$ cat src/rtl/core/lsh_pkg.sv
// ----------------------------------------------------------------------------
// lsh_pkg
// Shared types and constants of the 3x3 Laplacian sharpening filter.
// ----------------------------------------------------------------------------
package lsh_pkg;

  typedef logic [31:0] pix_t;

  localparam int unsigned CFG_IDX_W  = 2;
  localparam int unsigned KERNEL_W   = 45;
  localparam int unsigned IMG_W_W    = 12;
  localparam int unsigned IMG_H_W    = 13;
  localparam int unsigned COL_W      = 11;
  localparam int unsigned ROW_W      = 12;

  localparam logic [CFG_IDX_W-1:0] CFG_KERNEL = 2'd0;
  localparam logic [CFG_IDX_W-1:0] CFG_WIDTH  = 2'd1;
  localparam logic [CFG_IDX_W-1:0] CFG_HEIGHT = 2'd2;

  localparam logic [KERNEL_W-1:0] KERNEL_RST = 45'd1066197287904;
  localparam logic [IMG_W_W-1:0]  WIDTH_RST  = 12'd640;
  localparam logic [IMG_H_W-1:0]  HEIGHT_RST = 13'd480;
  localparam logic [IMG_H_W-1:0]  MAX_HEIGHT = 13'd4096;
  localparam logic [7:0]          PIX_MAX    = 8'd255;

  // column request handed from the line buffer to the window stage
  typedef struct packed {
    pix_t             far_pix;
    pix_t             near_pix;
    pix_t             cur_pix;
    logic [COL_W-1:0] col;
    logic [ROW_W-1:0] row;
    logic             c_ge1;
    logic             c_ge2;
    logic             r_ge1;
    logic             r_ge2;
    logic             last_col;
    logic             last_row;
  } col_t;

  typedef struct packed {
    logic [7:0]       red;
    logic [7:0]       green;
    logic [7:0]       blue;
    logic [7:0]       alpha;
    logic [COL_W-1:0] col;
    logic [ROW_W-1:0] row;
    logic             last;
  } res_t;

endpackage

$ cat src/rtl/core/lsh_kernel.sv
// ----------------------------------------------------------------------------
// lsh_kernel
// Tap selection with edge replication, 3x3 weighted sum and clamp.
// ----------------------------------------------------------------------------
module lsh_kernel #(
  parameter int unsigned WEIGHT_BITS = 5
) (
  input  lsh_pkg::pix_t              win [9],
  input  lsh_pkg::col_t              info,
  input  logic [1:0]                 sel,
  input  logic                       last,
  input  logic [9*WEIGHT_BITS-1:0]   weights,
  output lsh_pkg::res_t              res
);

  localparam int unsigned ACC_W = WEIGHT_BITS + 14;

  logic [1:0]              ri [3];
  logic [1:0]              ci [3];
  logic signed [ACC_W-1:0] acc [3];
  logic signed [ACC_W-1:0] tot [3];
  lsh_pkg::pix_t           ctr;
  lsh_pkg::pix_t           p;
  logic signed [WEIGHT_BITS-1:0] w;
  logic [7:0]              ch_out [3];

  always_comb begin
    // sel[1]: last-row pass, sel[0]: last-column pass
    if (!sel[1]) begin
      ri[0] = info.r_ge2 ? 2'd0 : 2'd1; ri[1] = 2'd1; ri[2] = 2'd2;
    end else begin
      ri[0] = info.r_ge1 ? 2'd1 : 2'd2; ri[1] = 2'd2; ri[2] = 2'd2;
    end
    if (!sel[0]) begin
      ci[0] = info.c_ge2 ? 2'd0 : 2'd1; ci[1] = 2'd1; ci[2] = 2'd2;
    end else begin
      ci[0] = info.c_ge1 ? 2'd1 : 2'd2; ci[1] = 2'd2; ci[2] = 2'd2;
    end
  end

  always_comb begin
    ctr = win[4'(ri[1] * 3 + ci[1])];
    for (int ch = 0; ch < 3; ch++) acc[ch] = '0;
    for (int i = 0; i < 3; i++) begin
      for (int j = 0; j < 3; j++) begin
        p = win[4'(ri[i] * 3 + ci[j])];
        w = weights[(i*3+j)*WEIGHT_BITS +: WEIGHT_BITS];
        for (int ch = 0; ch < 3; ch++) begin
          acc[ch] = acc[ch] + ACC_W'($signed({1'b0, p[8*ch +: 8]}) * w);
        end
      end
    end
    for (int ch = 0; ch < 3; ch++) begin
      tot[ch] = acc[ch] + $signed(ACC_W'(ctr[8*ch +: 8]));
      if (tot[ch] < 0)                          ch_out[ch] = '0;
      else if (tot[ch] > $signed(ACC_W'(lsh_pkg::PIX_MAX))) ch_out[ch] = lsh_pkg::PIX_MAX;
      else                                      ch_out[ch] = tot[ch][7:0];
    end
  end

  always_comb begin
    res.red   = ch_out[0];
    res.green = ch_out[1];
    res.blue  = ch_out[2];
    res.alpha = ctr[31:24];
    res.col   = sel[0] ? info.col : info.col - 1'b1;
    res.row   = sel[1] ? info.row : info.row - 1'b1;
    res.last  = last;
  end

endmodule

$ cat config.mk
export PLATFORM = sky130hd
export DESIGN_NAME = lsh_kernel
export DESIGN_NICKNAME = d
export VERILOG_FILES = /design/src/rtl/core/lsh_pkg.sv /design/src/rtl/core/lsh_kernel.sv
export SDC_FILE = /design/constraint.sdc
export NUM_CORES = 2
export LEC_CHECK = 0
export BUFFER_PORTS_ARGS = -buffer_cell sky130_fd_sc_hd__buf_4
export CAP_MARGIN = 30
export CORE_ASPECT_RATIO = 1.2
export CORE_UTILIZATION = 40
export DETAILED_ROUTE_END_ITERATION = 10
export GPL_TIMING_DRIVEN = 0
export PLACE_DENSITY = 0.62
export SLEW_MARGIN = 0
export SYNTH_ARGS = -nofsm -noshare
export SYNTH_HDL_FRONTEND = slang
export SYNTH_SLANG_ARGS = --single-unit
$ cat constraint.sdc
create_clock -name vclk -period 32.3
set_clock_uncertainty 0.1 [all_clocks]
set_input_delay 9.69 -clock vclk [all_inputs]
set_output_delay 9.69 -clock vclk [all_outputs]
set_load 0.005 [all_outputs]
==> results.py <==
metrics = {
    "routing": {
        "detail_route.vias_per_cell": 5.691,
        "ant_nets": 0,
        "wl_um": 224800,
        "firstDrtPassIters": 7,
        "drc": 0,
        "routedWlPerCell_um": 29.24,
        "vias": 43743,
        "drtIter0Drc": 4588,
    },
    "yosys": {
        "yosysMostFrequentCell": "inv_1",
        "syn_avg_cell_area_sq_um": 9.429,
        "synth_nets": 7596,
        "syn_inst": 5513,
        "synth_common_cells": "inv_1, fa_1, nand2_1",
        "yosys_warnings": 0,
        "synth_top_area_cell": "fa_1",
        "yosysUniqueCellTypes": 71,
        "ys_top_cells_by_area": "fa_1, ha_1, inv_1",
        "synth_top_area_share_pct": 45.06,
        "yosysSeqAreaShare_pct": 0,
        "syn-cell-area_sq_um": 51980,
    },
    "die": {
        "chipHeight_um": 396.9,
        "coreArea_sq_um": 128600,
        "rows": 144,
        "start_util_pct": 40.41,
        "pin_count": 517,
        "die_x_um": 331.1,
        "die_area_sq_um": 131400,
    },
    "global_route": {
        "grt_util_all_layers_pct": 34.21,
        "overflow": 0,
        "antenna_found_initial": 27,
        "grt_pass1_wl_um": 315300,
        "grt_pass1_vias": 45222,
        "grt_max_degree": 53,
    },
    "worst_setup_path": {
        "worst_path_largest_cell_delay_ps": 840,
        "worstSetupPathType": "in -> out",
        "crit_required_ps": 22510,
        "cp-start-kind": "input port",
        "cp_slowest_cell": "clkbuf_1",
        "path_max_fanout": 10,
        "end_kind": "output port",
        "worst_path_most_repeated_cell": "fa_1",
        "crit_arrival_ps": 22230,
    },
    "placed_design": {
        "dp_hpwl_um": 201700,
        "numPortBuffers": 418,
        "gp_congestion": 1.069,
        "dp.cells": 7666,
    },
    "finish": {
        "clkbuf_count": 0,
        "syn_to_final_growth_pct": 11.60,
        "finalNonFillerCells": 7686,
        "drive_above_1_share_pct": 14.49,
        "seq_cells": 0,
        "ff_latch_area_sq_um": 0,
        "final_nets": 8076,
    },
    "cts": {
        "cts_hold_buf": 0,
    },
    "sta": {
        "fmax_ghz": 0.03123,
        "drv_slew": 0,
        "fin_crit_sh_pct": 99.14,
        "setup-violations-final": 0,
        "slew_headroom_pct": 22.64,
        "tightest_slew_ps": 1148,
        "hold_viol": 0,
        "period_minus_slack_ps": 32020,
        "rsz0062_at_grt": "false",
    },
    "hold_path": {
        "hold_class": "in -> out",
    },
    "job": {
        "cap_violations": 0,
    },
    "run_status": {
        "status": "complete, no violations",
    },
}
-- repair_timing --
action | in CTS | in global routing
gates cloned | 0 | 0
gates resized for setup | 15 | 10
buffers inserted | 0 | 2
endpoints found under the setup margin | 24 | 24
-- logic make-up after synthesis --
kind of cell    share of synthesized area [%]
fa+ha+maj                               55.99
buf+inv                                 11.40
simple gates                            13.63
mux                                     13.00
compound gates                          4.431
xor+xnor                                1.548
-- area by class of cell --
cell class                      count  area [sq um]
Fill cell                       12674         70630
Multi-Input combinational cell   3952         46120
Inverter                         1332          5004
Timing Repair Buffer              479          3802
Tap cell                         1679          2101
Buffer                            228         944.7
Antenna cell                       16         40.04
-- placed cells by master, fill, tap and decap left out, types with 55 or more instances in the layout --
master	Yosys	final
nand2_1	621	620
ha_1	452	452
and2_1	368	368
fa_1	1170	1170
o21ai_0	91	82
inv_1	1329	1328
mux4_2	208	208
buf_4	4	452
xnor2_1	57	56
nor2_1	178	178
clkbuf_1	164	157
o21ai_1	73	76
or2_2	77	77
mux2i_1	180	180
nor2b_1	85	85
a21oi_1	55	55
-- final timing paths --
path                  startpoint  depth (start not counted)      end  slack (ps)
worst max-delay path      sel[1]                         35  res[36]         280
worst min-delay path        last                          2   res[0]       19450
-- stage by stage --
stage	hold slack (ps)	TNS [ps]	worst slack [ps]	instance area [sq um]	util (%)
after CTS	19450	0	228.4	57870	44.99
final	19450	0	278.1	58020	45.10
after floorplan	19330	0	2926	51980	-
after detailed placement	19450	-16620	-834.0	57820	44.95
after global routing	19450	0	12.67	58000	45.08
after global placement	19450	-34670	-1672	57220	44.48
-- routing by layer --
| layer | vias up | track usage [%] | part of all wire, % |
|---|---|---|---|
| met2 | 2587 | 54.36 | 46 |
| met4 | 8 | 22.64 | 8.5 |
| li1 | 17886 | - | - |
| met1 | 22568 | 41.67 | 35 |
| met5 | - | 0 | 0.086 |
| met3 | 694 | 7.428 | 9.8 |
-- critical path: cells and delay by family --
family                     cells  cell delay (ps)
xor gates and xnor gates       1              480
and+or+nand+nor                2              430
muxes                          2              820
buffers and inverters         11             2830
adders and majority gates     12             5850
AOI/OAI and AO/OA              7             2120
